--- config.mk ---
export PLATFORM = sky130hd
export DESIGN_NAME = encoder_servo_position_loop
export DESIGN_NICKNAME = d
export VERILOG_FILES = /design/src/esp_pkg.sv /design/src/esp_datapath.sv /design/src/esp_ctrl.sv /design/src/encoder_servo_position_loop.sv
export SDC_FILE = /design/constraint.sdc
export NUM_CORES = 2
export LEC_CHECK = 0
export ABC_AREA = 1
export BUFFER_PORTS_ARGS = -buffer_cell sky130_fd_sc_hd__buf_4
export CAP_MARGIN = 25
export CORE_MARGIN = 10
export CORE_UTILIZATION = 45
export DETAILED_ROUTE_END_ITERATION = 8
export MAX_ROUTING_LAYER = met4
export SLEW_MARGIN = 20
export SYNTH_ARGS = -nofsm -noshare
export SYNTH_HDL_FRONTEND = slang
export SYNTH_SLANG_ARGS = --single-unit
--- constraint.sdc ---
create_clock -name clk -period 27.3 [get_ports clk]
set_clock_uncertainty 0.1 [all_clocks]
set_input_delay 4.095 -clock clk [delete_from_list [all_inputs] [get_ports clk]]
set_output_delay 4.095 -clock clk [all_outputs]
set_load 0.01 [all_outputs]
--- src/esp_pkg.sv ---
// Shared types and constants of the encoder servo position loop.
package esp_pkg;

    // Register indexes on the configuration port
    localparam logic [2:0] REG_POS_GAIN      = 3'd0;
    localparam logic [2:0] REG_INT_GAIN      = 3'd1;
    localparam logic [2:0] REG_VEL_INT_GAIN  = 3'd2;
    localparam logic [2:0] REG_DAMP_GAIN     = 3'd3;
    localparam logic [2:0] REG_RATED_CURRENT = 3'd4;
    localparam logic [2:0] REG_HOME_OFFSET   = 3'd5;

    // Action codes
    localparam logic [1:0] ACT_POSITION = 2'd0;
    localparam logic [1:0] ACT_CURRENT  = 2'd1;

    // Lead angle curve
    localparam logic signed [47:0] LEAD_BP0  = 48'sd100000;
    localparam logic signed [47:0] LEAD_BP1  = 48'sd1300000;
    localparam logic signed [47:0] LEAD_BP2  = 48'sd2200000;
    localparam logic signed [47:0] LEAD_K0   = 48'sd262;
    localparam logic signed [47:0] LEAD_K1   = 48'sd105;
    localparam logic signed [47:0] LEAD_K2   = 48'sd52;
    localparam logic signed [47:0] LEAD_OFS1 = 48'sd300;
    localparam logic signed [47:0] LEAD_OFS2 = 48'sd390;
    localparam logic signed [47:0] LEAD_MAX  = 48'sd430;

    // Error clamps
    localparam logic signed [32:0] PERR_MAX = 33'sd3200;
    localparam logic signed [32:0] VERR_MAX = 33'sd4000;

    typedef enum logic [3:0] {
        OP_NONE,
        OP_CAPTURE,
        OP_SEED,
        OP_UNWRAP,
        OP_LEAD,
        OP_ERR,
        OP_MAC_IG,
        OP_MAC_VG,
        OP_INTEG,
        OP_MAC_PG,
        OP_MAC_DG,
        OP_DRV_PID,
        OP_DRV_CUR,
        OP_DRV_OFF,
        OP_EMIT
    } dp_op_t;

    typedef struct packed {
        dp_op_t op;
    } dp_cmd_t;

    typedef struct packed {
        logic       seeded;
        logic [1:0] act;
        logic       out_free;
    } dp_status_t;

endpackage

--- src/esp_datapath.sv ---
// Datapath: configuration, loop state, shared gain multiplier and output register.
module esp_datapath #(
    parameter int STEPS_PER_REV = 51200,
    parameter int TICK_RATE     = 20000,
    parameter int QUARTER_PHASE = 256
) (
    input  logic                clk,
    input  logic                rst_n,
    input  logic                cfg_wen,
    input  logic [2:0]          cfg_index,
    input  logic [15:0]         cfg_data,
    input  logic [95:0]         s_tdata,
    input  logic [1:0]          s_tuser,
    input  esp_pkg::dp_cmd_t    cmd,
    output esp_pkg::dp_status_t status,
    input  logic                m_tready,
    output logic                m_tvalid,
    output logic [111:0]        m_tdata
);

    localparam logic signed [18:0] STEPS_S  = 19'(STEPS_PER_REV);
    localparam logic signed [18:0] HALF_DN  = 19'(STEPS_PER_REV / 2);
    localparam logic signed [18:0] HALF_UP  = 19'((STEPS_PER_REV + 1) / 2);
    localparam logic [31:0]        TICK_K   = 32'(TICK_RATE);
    localparam logic [31:0]        QPHASE   = 32'(QUARTER_PHASE);

    logic [15:0] pos_gain_reg, int_gain_reg, vel_int_gain_reg, damp_gain_reg;
    logic [14:0] rated_reg;
    logic [15:0] home_reg;

    logic [15:0]        lap_reg;
    logic signed [31:0] tpos_reg, tvel_reg;
    logic signed [15:0] tcur_reg;
    logic [1:0]         act_reg;

    logic               seeded_reg;
    logic [15:0]        last_lap_reg;
    logic [31:0]        run_pos_reg, vel_accum_reg, vel_est_reg, int_frac_reg, int_term_reg;
    logic [31:0]        drv_ang_reg;
    logic signed [15:0] drv_cur_reg;
    logic [31:0]        est_pos_reg;
    logic signed [12:0] perr_reg, verr_reg;
    logic signed [33:0] acc_reg;
    logic               m_valid_reg;
    logic [111:0]       m_data_reg;

    // Configuration
    always_ff @(posedge clk or negedge rst_n)
    begin
        if (!rst_n)
        begin
            pos_gain_reg     <= '0;
            int_gain_reg     <= '0;
            vel_int_gain_reg <= '0;
            damp_gain_reg    <= '0;
            rated_reg        <= 15'd1000;
            home_reg         <= '0;
        end
        else if (cfg_wen)
        begin
            case (cfg_index)
                esp_pkg::REG_POS_GAIN:      pos_gain_reg     <= cfg_data;
                esp_pkg::REG_INT_GAIN:      int_gain_reg     <= cfg_data;
                esp_pkg::REG_VEL_INT_GAIN:  vel_int_gain_reg <= cfg_data;
                esp_pkg::REG_DAMP_GAIN:     damp_gain_reg    <= cfg_data;
                esp_pkg::REG_RATED_CURRENT: rated_reg        <= cfg_data[14:0];
                esp_pkg::REG_HOME_OFFSET:   home_reg         <= cfg_data;
                default: ;
            endcase
        end
    end

    // Seeding angle
    logic signed [18:0] lap_s, home_s, seed_angle;
    always_comb
    begin
        lap_s      = 19'($unsigned(lap_reg));
        home_s     = 19'($unsigned(home_reg));
        seed_angle = lap_s;
        if (home_s < HALF_DN)
        begin
            if (lap_s > home_s + HALF_DN)
                seed_angle = lap_s - STEPS_S;
        end
        else if (lap_s < home_s - HALF_DN)
        begin
            seed_angle = lap_s + STEPS_S;
        end
    end

    // Lap unwrap and velocity filter
    logic signed [18:0] delta;
    logic [31:0]        delta32, vsum;
    always_comb
    begin
        delta = lap_s - 19'($unsigned(last_lap_reg));
        if (delta > HALF_DN)
            delta = delta - STEPS_S;
        else if (delta < -HALF_UP)
            delta = delta + STEPS_S;
        delta32 = 32'(delta);
        vsum    = vel_accum_reg + delta32 * TICK_K + (vel_est_reg << 5) - vel_est_reg;
    end

    // Lead angle from the velocity estimate
    logic signed [47:0] vx, lead;
    always_comb
    begin
        vx = 48'($signed(vel_est_reg));
        if (vx < 0)
        begin
            if (vx > -esp_pkg::LEAD_BP0)
                lead = '0;
            else if (vx > -esp_pkg::LEAD_BP1)
                lead = ((vx + esp_pkg::LEAD_BP0) * esp_pkg::LEAD_K0) >>> 20;
            else if (vx > -esp_pkg::LEAD_BP2)
                lead = (((vx + esp_pkg::LEAD_BP1) * esp_pkg::LEAD_K1) >>> 20)
                       - esp_pkg::LEAD_OFS1;
            else
                lead = (((vx + esp_pkg::LEAD_BP2) * esp_pkg::LEAD_K2) >>> 20)
                       - esp_pkg::LEAD_OFS2;
            if (lead < -esp_pkg::LEAD_MAX)
                lead = -esp_pkg::LEAD_MAX;
        end
        else
        begin
            if (vx < esp_pkg::LEAD_BP0)
                lead = '0;
            else if (vx < esp_pkg::LEAD_BP1)
                lead = ((vx - esp_pkg::LEAD_BP0) * esp_pkg::LEAD_K0) >>> 20;
            else if (vx < esp_pkg::LEAD_BP2)
                lead = (((vx - esp_pkg::LEAD_BP1) * esp_pkg::LEAD_K1) >>> 20)
                       + esp_pkg::LEAD_OFS1;
            else
                lead = (((vx - esp_pkg::LEAD_BP2) * esp_pkg::LEAD_K2) >>> 20)
                       + esp_pkg::LEAD_OFS2;
            if (lead > esp_pkg::LEAD_MAX)
                lead = esp_pkg::LEAD_MAX;
        end
    end

    // Clamped errors
    logic signed [32:0] pdiff, vdiff;
    logic signed [12:0] perr_c, verr_c;
    always_comb
    begin
        pdiff = 33'(tpos_reg) - 33'($signed(est_pos_reg));
        vdiff = (33'(tvel_reg) - 33'($signed(vel_est_reg))) >>> 7;
        if (pdiff > esp_pkg::PERR_MAX)
            perr_c = 13'(esp_pkg::PERR_MAX);
        else if (pdiff < -esp_pkg::PERR_MAX)
            perr_c = 13'(-esp_pkg::PERR_MAX);
        else
            perr_c = 13'(pdiff);
        if (vdiff > esp_pkg::VERR_MAX)
            verr_c = 13'(esp_pkg::VERR_MAX);
        else if (vdiff < -esp_pkg::VERR_MAX)
            verr_c = 13'(-esp_pkg::VERR_MAX);
        else
            verr_c = 13'(vdiff);
    end

    // Shared gain multiplier
    logic [15:0]        mul_gain;
    logic signed [12:0] mul_err;
    logic signed [29:0] mul_a, mul_b, prod;
    always_comb
    begin
        case (cmd.op)
            esp_pkg::OP_MAC_IG: begin mul_gain = int_gain_reg;     mul_err = perr_reg; end
            esp_pkg::OP_MAC_VG: begin mul_gain = vel_int_gain_reg; mul_err = verr_reg; end
            esp_pkg::OP_MAC_PG: begin mul_gain = pos_gain_reg;     mul_err = perr_reg; end
            default:            begin mul_gain = damp_gain_reg;    mul_err = verr_reg; end
        endcase
        mul_a = 30'($signed({1'b0, mul_gain}));
        mul_b = 30'(mul_err);
        prod  = mul_a * mul_b;
    end

    // Integral carry and clamps
    logic signed [33:0] carry, isum, ilim, iclamp, qcur, rlim;
    logic signed [15:0] pid_cur, dir_cur;
    always_comb
    begin
        carry = acc_reg >>> 7;
        isum  = 34'($signed(int_term_reg)) + carry;
        ilim  = 34'($unsigned(rated_reg)) <<< 10;
        rlim  = 34'($unsigned(rated_reg));
        if (isum > ilim)
            iclamp = ilim;
        else if (isum < -ilim)
            iclamp = -ilim;
        else
            iclamp = isum;
        qcur = acc_reg >>> 10;
        if (qcur > rlim)
            pid_cur = 16'(rlim);
        else if (qcur < -rlim)
            pid_cur = 16'(-rlim);
        else
            pid_cur = 16'(qcur);
        if (34'(tcur_reg) > rlim)
            dir_cur = 16'(rlim);
        else if (34'(tcur_reg) < -rlim)
            dir_cur = 16'(-rlim);
        else
            dir_cur = tcur_reg;
    end

    function automatic logic [31:0] drive_angle_of(input logic [31:0] pos,
                                                   input logic signed [15:0] cur);
        logic [31:0] a;
        if (cur > 0)
            a = pos + QPHASE;
        else if (cur < 0)
            a = pos - QPHASE;
        else
            a = pos;
        return a;
    endfunction

    // Loop state
    always_ff @(posedge clk or negedge rst_n)
    begin
        if (!rst_n)
        begin
            seeded_reg    <= 1'b0;
            last_lap_reg  <= '0;
            run_pos_reg   <= '0;
            vel_accum_reg <= '0;
            vel_est_reg   <= '0;
            int_frac_reg  <= '0;
            int_term_reg  <= '0;
            drv_ang_reg   <= '0;
            drv_cur_reg   <= '0;
        end
        else
        begin
            case (cmd.op)
                esp_pkg::OP_SEED:
                begin
                    run_pos_reg  <= 32'(seed_angle);
                    last_lap_reg <= lap_reg;
                    seeded_reg   <= 1'b1;
                end
                esp_pkg::OP_UNWRAP:
                begin
                    last_lap_reg  <= lap_reg;
                    run_pos_reg   <= run_pos_reg + delta32;
                    vel_est_reg   <= 32'($signed(vsum) >>> 5);
                    vel_accum_reg <= {27'b0, vsum[4:0]};
                end
                esp_pkg::OP_INTEG:
                begin
                    int_frac_reg <= {25'b0, acc_reg[6:0]};
                    int_term_reg <= 32'(iclamp);
                end
                esp_pkg::OP_DRV_PID:
                begin
                    drv_cur_reg <= pid_cur;
                    drv_ang_reg <= drive_angle_of(est_pos_reg, pid_cur);
                end
                esp_pkg::OP_DRV_CUR:
                begin
                    drv_cur_reg <= dir_cur;
                    drv_ang_reg <= drive_angle_of(est_pos_reg, dir_cur);
                end
                esp_pkg::OP_DRV_OFF:
                begin
                    int_frac_reg <= '0;
                    int_term_reg <= '0;
                    drv_cur_reg  <= '0;
                    drv_ang_reg  <= '0;
                end
                default: ;
            endcase
        end
    end

    // Working registers
    always_ff @(posedge clk)
    begin
        case (cmd.op)
            esp_pkg::OP_CAPTURE:
            begin
                lap_reg  <= s_tdata[15:0];
                tpos_reg <= $signed(s_tdata[47:16]);
                tvel_reg <= $signed(s_tdata[79:48]);
                tcur_reg <= $signed(s_tdata[95:80]);
                act_reg  <= s_tuser;
            end
            esp_pkg::OP_SEED:   est_pos_reg <= '0;
            esp_pkg::OP_LEAD:   est_pos_reg <= run_pos_reg + 32'(lead);
            esp_pkg::OP_ERR:
            begin
                perr_reg <= perr_c;
                verr_reg <= verr_c;
            end
            esp_pkg::OP_MAC_IG: acc_reg <= 34'($signed(int_frac_reg)) + 34'(prod);
            esp_pkg::OP_MAC_VG,
            esp_pkg::OP_MAC_PG,
            esp_pkg::OP_MAC_DG: acc_reg <= acc_reg + 34'(prod);
            esp_pkg::OP_INTEG:  acc_reg <= iclamp;
            default: ;
        endcase
    end

    // Output register
    always_ff @(posedge clk or negedge rst_n)
    begin
        if (!rst_n)
            m_valid_reg <= 1'b0;
        else if (cmd.op == esp_pkg::OP_EMIT)
            m_valid_reg <= 1'b1;
        else if (m_tready)
            m_valid_reg <= 1'b0;
    end

    always_ff @(posedge clk)
    begin
        if (cmd.op == esp_pkg::OP_EMIT)
            m_data_reg <= {vel_est_reg, est_pos_reg, drv_cur_reg, drv_ang_reg};
    end

    assign m_tvalid        = m_valid_reg;
    assign m_tdata         = m_data_reg;
    assign status.seeded   = seeded_reg;
    assign status.act      = act_reg;
    assign status.out_free = !m_valid_reg || m_tready;

endmodule

--- src/esp_ctrl.sv ---
// Controller: sequences one control tick through the datapath.
module esp_ctrl (
    input  logic                clk,
    input  logic                rst_n,
    input  logic                s_tvalid,
    output logic                s_tready,
    input  esp_pkg::dp_status_t status,
    output esp_pkg::dp_cmd_t    cmd
);

    typedef enum logic [10:0] {
        S_IDLE   = 11'b00000000001,
        S_UNWRAP = 11'b00000000010,
        S_LEAD   = 11'b00000000100,
        S_ERR    = 11'b00000001000,
        S_MIG    = 11'b00000010000,
        S_MVG    = 11'b00000100000,
        S_INT    = 11'b00001000000,
        S_MPG    = 11'b00010000000,
        S_MDG    = 11'b00100000000,
        S_DRV    = 11'b01000000000,
        S_EMIT   = 11'b10000000000
    } state_t;

    state_t state_reg, state_next;

    always_ff @(posedge clk or negedge rst_n)
    begin
        if (!rst_n)
            state_reg <= S_IDLE;
        else
            state_reg <= state_next;
    end

    always_comb
    begin
        state_next = state_reg;
        cmd.op     = esp_pkg::OP_NONE;
        s_tready   = 1'b0;
        case (state_reg)
            S_IDLE:
            begin
                s_tready = 1'b1;
                if (s_tvalid)
                begin
                    cmd.op     = esp_pkg::OP_CAPTURE;
                    state_next = S_UNWRAP;
                end
            end
            S_UNWRAP:
            begin
                if (status.seeded)
                begin
                    cmd.op     = esp_pkg::OP_UNWRAP;
                    state_next = S_LEAD;
                end
                else
                begin
                    cmd.op     = esp_pkg::OP_SEED;
                    state_next = S_EMIT;
                end
            end
            S_LEAD:
            begin
                cmd.op     = esp_pkg::OP_LEAD;
                state_next = S_ERR;
            end
            S_ERR:
            begin
                case (status.act)
                    esp_pkg::ACT_POSITION:
                    begin
                        cmd.op     = esp_pkg::OP_ERR;
                        state_next = S_MIG;
                    end
                    esp_pkg::ACT_CURRENT:
                    begin
                        cmd.op     = esp_pkg::OP_DRV_CUR;
                        state_next = S_EMIT;
                    end
                    default:
                    begin
                        cmd.op     = esp_pkg::OP_DRV_OFF;
                        state_next = S_EMIT;
                    end
                endcase
            end
            S_MIG:
            begin
                cmd.op     = esp_pkg::OP_MAC_IG;
                state_next = S_MVG;
            end
            S_MVG:
            begin
                cmd.op     = esp_pkg::OP_MAC_VG;
                state_next = S_INT;
            end
            S_INT:
            begin
                cmd.op     = esp_pkg::OP_INTEG;
                state_next = S_MPG;
            end
            S_MPG:
            begin
                cmd.op     = esp_pkg::OP_MAC_PG;
                state_next = S_MDG;
            end
            S_MDG:
            begin
                cmd.op     = esp_pkg::OP_MAC_DG;
                state_next = S_DRV;
            end
            S_DRV:
            begin
                cmd.op     = esp_pkg::OP_DRV_PID;
                state_next = S_EMIT;
            end
            S_EMIT:
            begin
                // hold until the output register is free
                if (status.out_free)
                begin
                    cmd.op     = esp_pkg::OP_EMIT;
                    state_next = S_IDLE;
                end
            end
            default:
            begin
                state_next = S_IDLE;
            end
        endcase
    end

endmodule

--- src/encoder_servo_position_loop.sv ---
// Top level of the encoder servo position loop.
// Usage:
//   The s_ channel takes one control tick per item: encoder lap angle, target
//   position, velocity and current in s_tdata, and the action code in s_tuser.
//   The m_ channel returns one result item per tick: drive angle, drive current,
//   estimated position and estimated velocity.
//   Gains, rated current and home offset are written on the cfg_ port while idle.
// Sequence:
//   Position mode: unwrap, lead, error, two multiply-accumulates, integral
//   update, two more multiply-accumulates, drive, emit. Current and disabled
//   modes: unwrap, lead, drive, emit; the seeding tick: seed, emit. Idle comes
//   before the next accept. One tick runs at a time, sharing one gain multiplier.
// Reset:
//   Registers take their reset values, loop state clears and the next tick only
//   seeds the running position from the lap angle, within half a turn of home.
// Stall:
//   A finished result sits in the output register while the next tick is taken;
//   a tick that finishes while the register is still full holds until it drains.
module encoder_servo_position_loop #(
    parameter int STEPS_PER_REV = 51200,
    parameter int TICK_RATE     = 20000,
    parameter int QUARTER_PHASE = 256
) (
    input  logic         clk,
    input  logic         rst_n,
    input  logic         cfg_wen,
    input  logic [2:0]   cfg_index,
    input  logic [15:0]  cfg_data,
    input  logic         s_tvalid,
    output logic         s_tready,
    // lap_angle[15:0], target_position[47:16], target_velocity[79:48],
    // target_current[95:80]
    input  logic [95:0]  s_tdata,
    // action[1:0]
    input  logic [1:0]   s_tuser,
    output logic         m_tvalid,
    input  logic         m_tready,
    // drive_angle[31:0], drive_current[47:32], est_position[79:48],
    // est_velocity[111:80]
    output logic [111:0] m_tdata
);

    esp_pkg::dp_cmd_t    cmd;
    esp_pkg::dp_status_t status;

    esp_ctrl u_ctrl (
        .clk      (clk),
        .rst_n    (rst_n),
        .s_tvalid (s_tvalid),
        .s_tready (s_tready),
        .status   (status),
        .cmd      (cmd)
    );

    esp_datapath #(
        .STEPS_PER_REV (STEPS_PER_REV),
        .TICK_RATE     (TICK_RATE),
        .QUARTER_PHASE (QUARTER_PHASE)
    ) u_datapath (
        .clk       (clk),
        .rst_n     (rst_n),
        .cfg_wen   (cfg_wen),
        .cfg_index (cfg_index),
        .cfg_data  (cfg_data),
        .s_tdata   (s_tdata),
        .s_tuser   (s_tuser),
        .cmd       (cmd),
        .status    (status),
        .m_tready  (m_tready),
        .m_tvalid  (m_tvalid),
        .m_tdata   (m_tdata)
    );

    logic signed [15:0] out_cur;
    logic [31:0]        out_ang, out_pos;
    assign out_cur = $signed(m_tdata[47:32]);
    assign out_ang = m_tdata[31:0];
    assign out_pos = m_tdata[79:48];

    a_one_tick: assert property (@(posedge clk) disable iff (!rst_n)
        (s_tvalid && s_tready) |=> !s_tready)
        else $error("second item accepted while a tick is in progress");

    a_zero_angle: assert property (@(posedge clk) disable iff (!rst_n)
        (m_tvalid && out_cur == 16'sd0) |-> (out_ang == out_pos || out_ang == 32'd0))
        else $error("zero current with a shifted drive angle");

    a_pos_angle: assert property (@(posedge clk) disable iff (!rst_n)
        (m_tvalid && out_cur > 16'sd0) |-> (out_ang == out_pos + 32'(QUARTER_PHASE)))
        else $error("positive current without forward phase shift");

    a_neg_angle: assert property (@(posedge clk) disable iff (!rst_n)
        (m_tvalid && out_cur < 16'sd0) |-> (out_ang == out_pos - 32'(QUARTER_PHASE)))
        else $error("negative current without backward phase shift");

endmodule
==> results.sh <==
export IMPL_status="finished clean"
export IMPL_slowest_delay_ns=0.80
export IMPL_hold_buffers=0
export IMPL_place_area_mm2=0.0827
export IMPL_worstSkewPairLatency_ns=0.70
export IMPL_synth_edf_count=297
export IMPL_synthSimpleGateAreaFrac_pct=23.3
export IMPL_io_buffers=235
export IMPL_nets=12600
export IMPL_grt_pass1_wl_mm=442
export IMPL_tritoncts="yes"
export IMPL_synth_top_family_by_area="adder cells"
export IMPL_min_path_type="flip-flop to flip-flop"
export IMPL_via_per_inst=5.50
export IMPL_path_clk_slew_ns=0.06
export IMPL_synth_ff_type="edfxtp_1"
export IMPL_tns_ns=0
export IMPL_core_mm2=0.172
export IMPL_largest_reg_flops=107
export IMPL_dp_hpwl_mm=247
export IMPL_cpMostUsedCell="nand2_1"
export IMPL_synth_xor_xnor_area_share_pct=4.75
export IMPL_postSynthAreaPerCell_um2=7.31
export IMPL_fmax_ghz=0.0785
export IMPL_synthDistinctLibCells=84
export IMPL_wire_per_inst_um=22.3
export IMPL_ys_async_sr_fraction_pct=48.1
export IMPL_slew_viol_final=0
export IMPL_yosysSeqAreaShare_pct=20.2
export IMPL_synth_compound_area_share_pct=12.2
export IMPL_drtAntennaViolNets=0
export IMPL_post_cts_buffers=0
export IMPL_cts_sinks=572
export IMPL_ios=236
export IMPL_htree_levels=3
export IMPL_area_growth_syn_to_layout_pct=9.27
export IMPL_clockBufferDepth=3
export IMPL_yosysWarnings=0
export IMPL_arrival_ns=13.08
export IMPL_grt_pass1_vias=71200
export IMPL_worst_pin_slew_ns=1.11
export IMPL_rsz0062_at_grt="no"
export IMPL_cts_buffers=71
export IMPL_drt_wl_total_mm=296
export IMPL_required_ns=27.64
export IMPL_path_class="flip-flop to flip-flop"
export IMPL_antenna_found_initial=10
export IMPL_n_fill_cell=17400
export IMPL_timing_hold_violations_final=0
export IMPL_ys_ff_latch=572
export IMPL_synth_cells=10700
export IMPL_worst_slack_ns=14.56
export IMPL_drtIter0Drc=6349
export IMPL_vias=73100
export IMPL_finalSetupViolCount=0
export IMPL_start_util_pct=45.4
export IMPL_grt_start_max_net_pins=99
export IMPL_drive_gt1_share_pct=6.30
export IMPL_multi_input_area_mm2=0.0541
export IMPL_ctsResizeCount=0
export IMPL_chipHeight_um=437
export IMPL_syn_nets=12400
export IMPL_synth_adder_area_share_pct=28.9
export IMPL_final_cell_area_mm2=0.0854
export IMPL_grt_overflow=0
export IMPL_finalCriticalPeriod_ns=12.74
export IMPL_endpoint_kind="flip-flop"
export IMPL_seq_area_mm2=0.0158
export IMPL_place_ws_ns=14.87
export IMPL_cp_start_kind="flip-flop"
export IMPL_gp_congestion=1.00
export IMPL_maxSlewHeadroom_pct=25.5
export IMPL_fp_dieArea_mm2=0.191
export IMPL_maxCapViolCount=0
export IMPL_fin_crit_sh_pct=46.6
export IMPL_root_buffer="clkbuf_16"
export IMPL_syn_area_mm2=0.0781
export IMPL_track_usage_pct=31.0
export IMPL_post_route_drc_count=0
export IMPL_cp_max_fo=14
export IMPL_cp_slowest_cell="dfrtp_1"
export IMPL_first_pass_iters=8
export IMPL_synthMuxAreaShare_pct=0.0272
export IMPL_die_x_um=437
export IMPL_rows=152
## per-layer routing
| layer | vias up | wire, um | GRT usage (%) |
|---|---|---|---|
| met1 | 34900 | 122000 | 37.4 |
| met5 | - | 0 | - |
| li1 | 35300 | - | - |
| met2 | 2356 | 138000 | 50.4 |
| met4 | 0 | 19300 | 16.7 |
| met3 | 589 | 16400 | 3.96 |
## placed cells by master, fill, tap and decap left out, drive strengths merged, types with 268 or more instances in the layout
cell    netlist  final
buf          63    334
fa          421    421
nand2      2360   2360
inv        1963   1970
dfrtp       268    268
ha         1133   1133
o21ai       556    556
edfxtp      297    297
nor2        886    886
nand3       597    597
xor2        319    319
a21oi       787    787
## cells by family (layout without fill, tap and decap cells)
family                   after synthesis  count (layout)
flip-flops                           572             572
buffers and inverters               2163            2436
XOR/XNOR                             423             423
adder cells (fa/ha/maj)             1554            1554
AO/OA/AOI/OAI                       1698            1698
multiplexers                           2               2
AND/OR/NAND/NOR                     4279            4279
other                                  0               8
## cells in the mapped netlist (36+ instances only)
cell,instances,area share (%)
dfrtp_1,268,8.6
ha_1,1133,18
a31oi_1,36,0.29
xor2_1,318,3.6
nor3_1,145,0.93
nor2_1,847,4.1
nand2_1,2314,11
clkbuf_1,127,0.61
a21o_1,49,0.47
inv_2,57,0.27
nand3b_1,46,0.44
nor4_1,36,0.29
nand4_1,140,1.1
nand3_1,587,3.8
o21ai_0,503,3.2
edfxtp_1,297,11
a21oi_1,779,5.0
nand2_2,39,0.31
o21ai_1,50,0.32
inv_1,1905,9.1
fa_1,421,11
xnor2_1,104,1.2
o211ai_1,75,0.72
## per-stage QoR
| step | cells | utilization [%] | hold slack, ns |
|---|---|---|---|
| after floorplan | 10700 | - | 0.317 |
| after global placement | 13100 | 48.0 | 0.329 |
| after detailed placement | 13100 | 48.1 | 0.332 |
| after CTS | 13300 | 49.6 | 0.339 |
| after global routing | 13300 | 49.6 | 0.358 |
| final | 13300 | 49.6 | 0.347 |
## final timing paths
kind                                                 start                          end  slack (ns)  cells after the start
worst max register to register   u_datapath.vel_est_reg[5]   u_datapath.est_pos_reg[28]       14.56                     56
worst max-delay path             u_datapath.vel_est_reg[5]   u_datapath.est_pos_reg[28]       14.56                     56
worst min-delay path            u_datapath.drv_ang_reg[19]       u_datapath.m_tdata[19]        0.35                      0
min in group asynchronous                            rst_n  u_datapath.int_term_reg[30]        3.31                      1
worst min register to register  u_datapath.drv_ang_reg[19]       u_datapath.m_tdata[19]        0.35                      0
max in group asynchronous                            rst_n   u_datapath.run_pos_reg[19]       21.45                      3
## area by class of cell
cell class,count,area share [%]
clock buffer,88,2.31
tap,2310,3.38
antenna,8,0.0234
timing repair buffer,334,3.03
multi-input combinational,7956,63.4
inverter,1973,8.68
sequential,572,18.5
clock inverter,41,0.683
## worst max-delay path: cells and delay by family, from the launching register on
| kind | cells | cell delay (ns) |
|---|---|---|
| AO/OA/AOI/OAI | 10 | 2.57 |
| XOR/XNOR | 4 | 1.25 |
| adder cells (fa/ha/maj) | 7 | 2.65 |
| buffers and inverters | 6 | 0.77 |
| flip-flops | 1 | 0.80 |
| AND/OR/NAND/NOR | 29 | 4.33 |
Power is left out: the tool's default activity adds up to more than one toggle a clock period on the data nets, which glitch-free logic cannot reach.
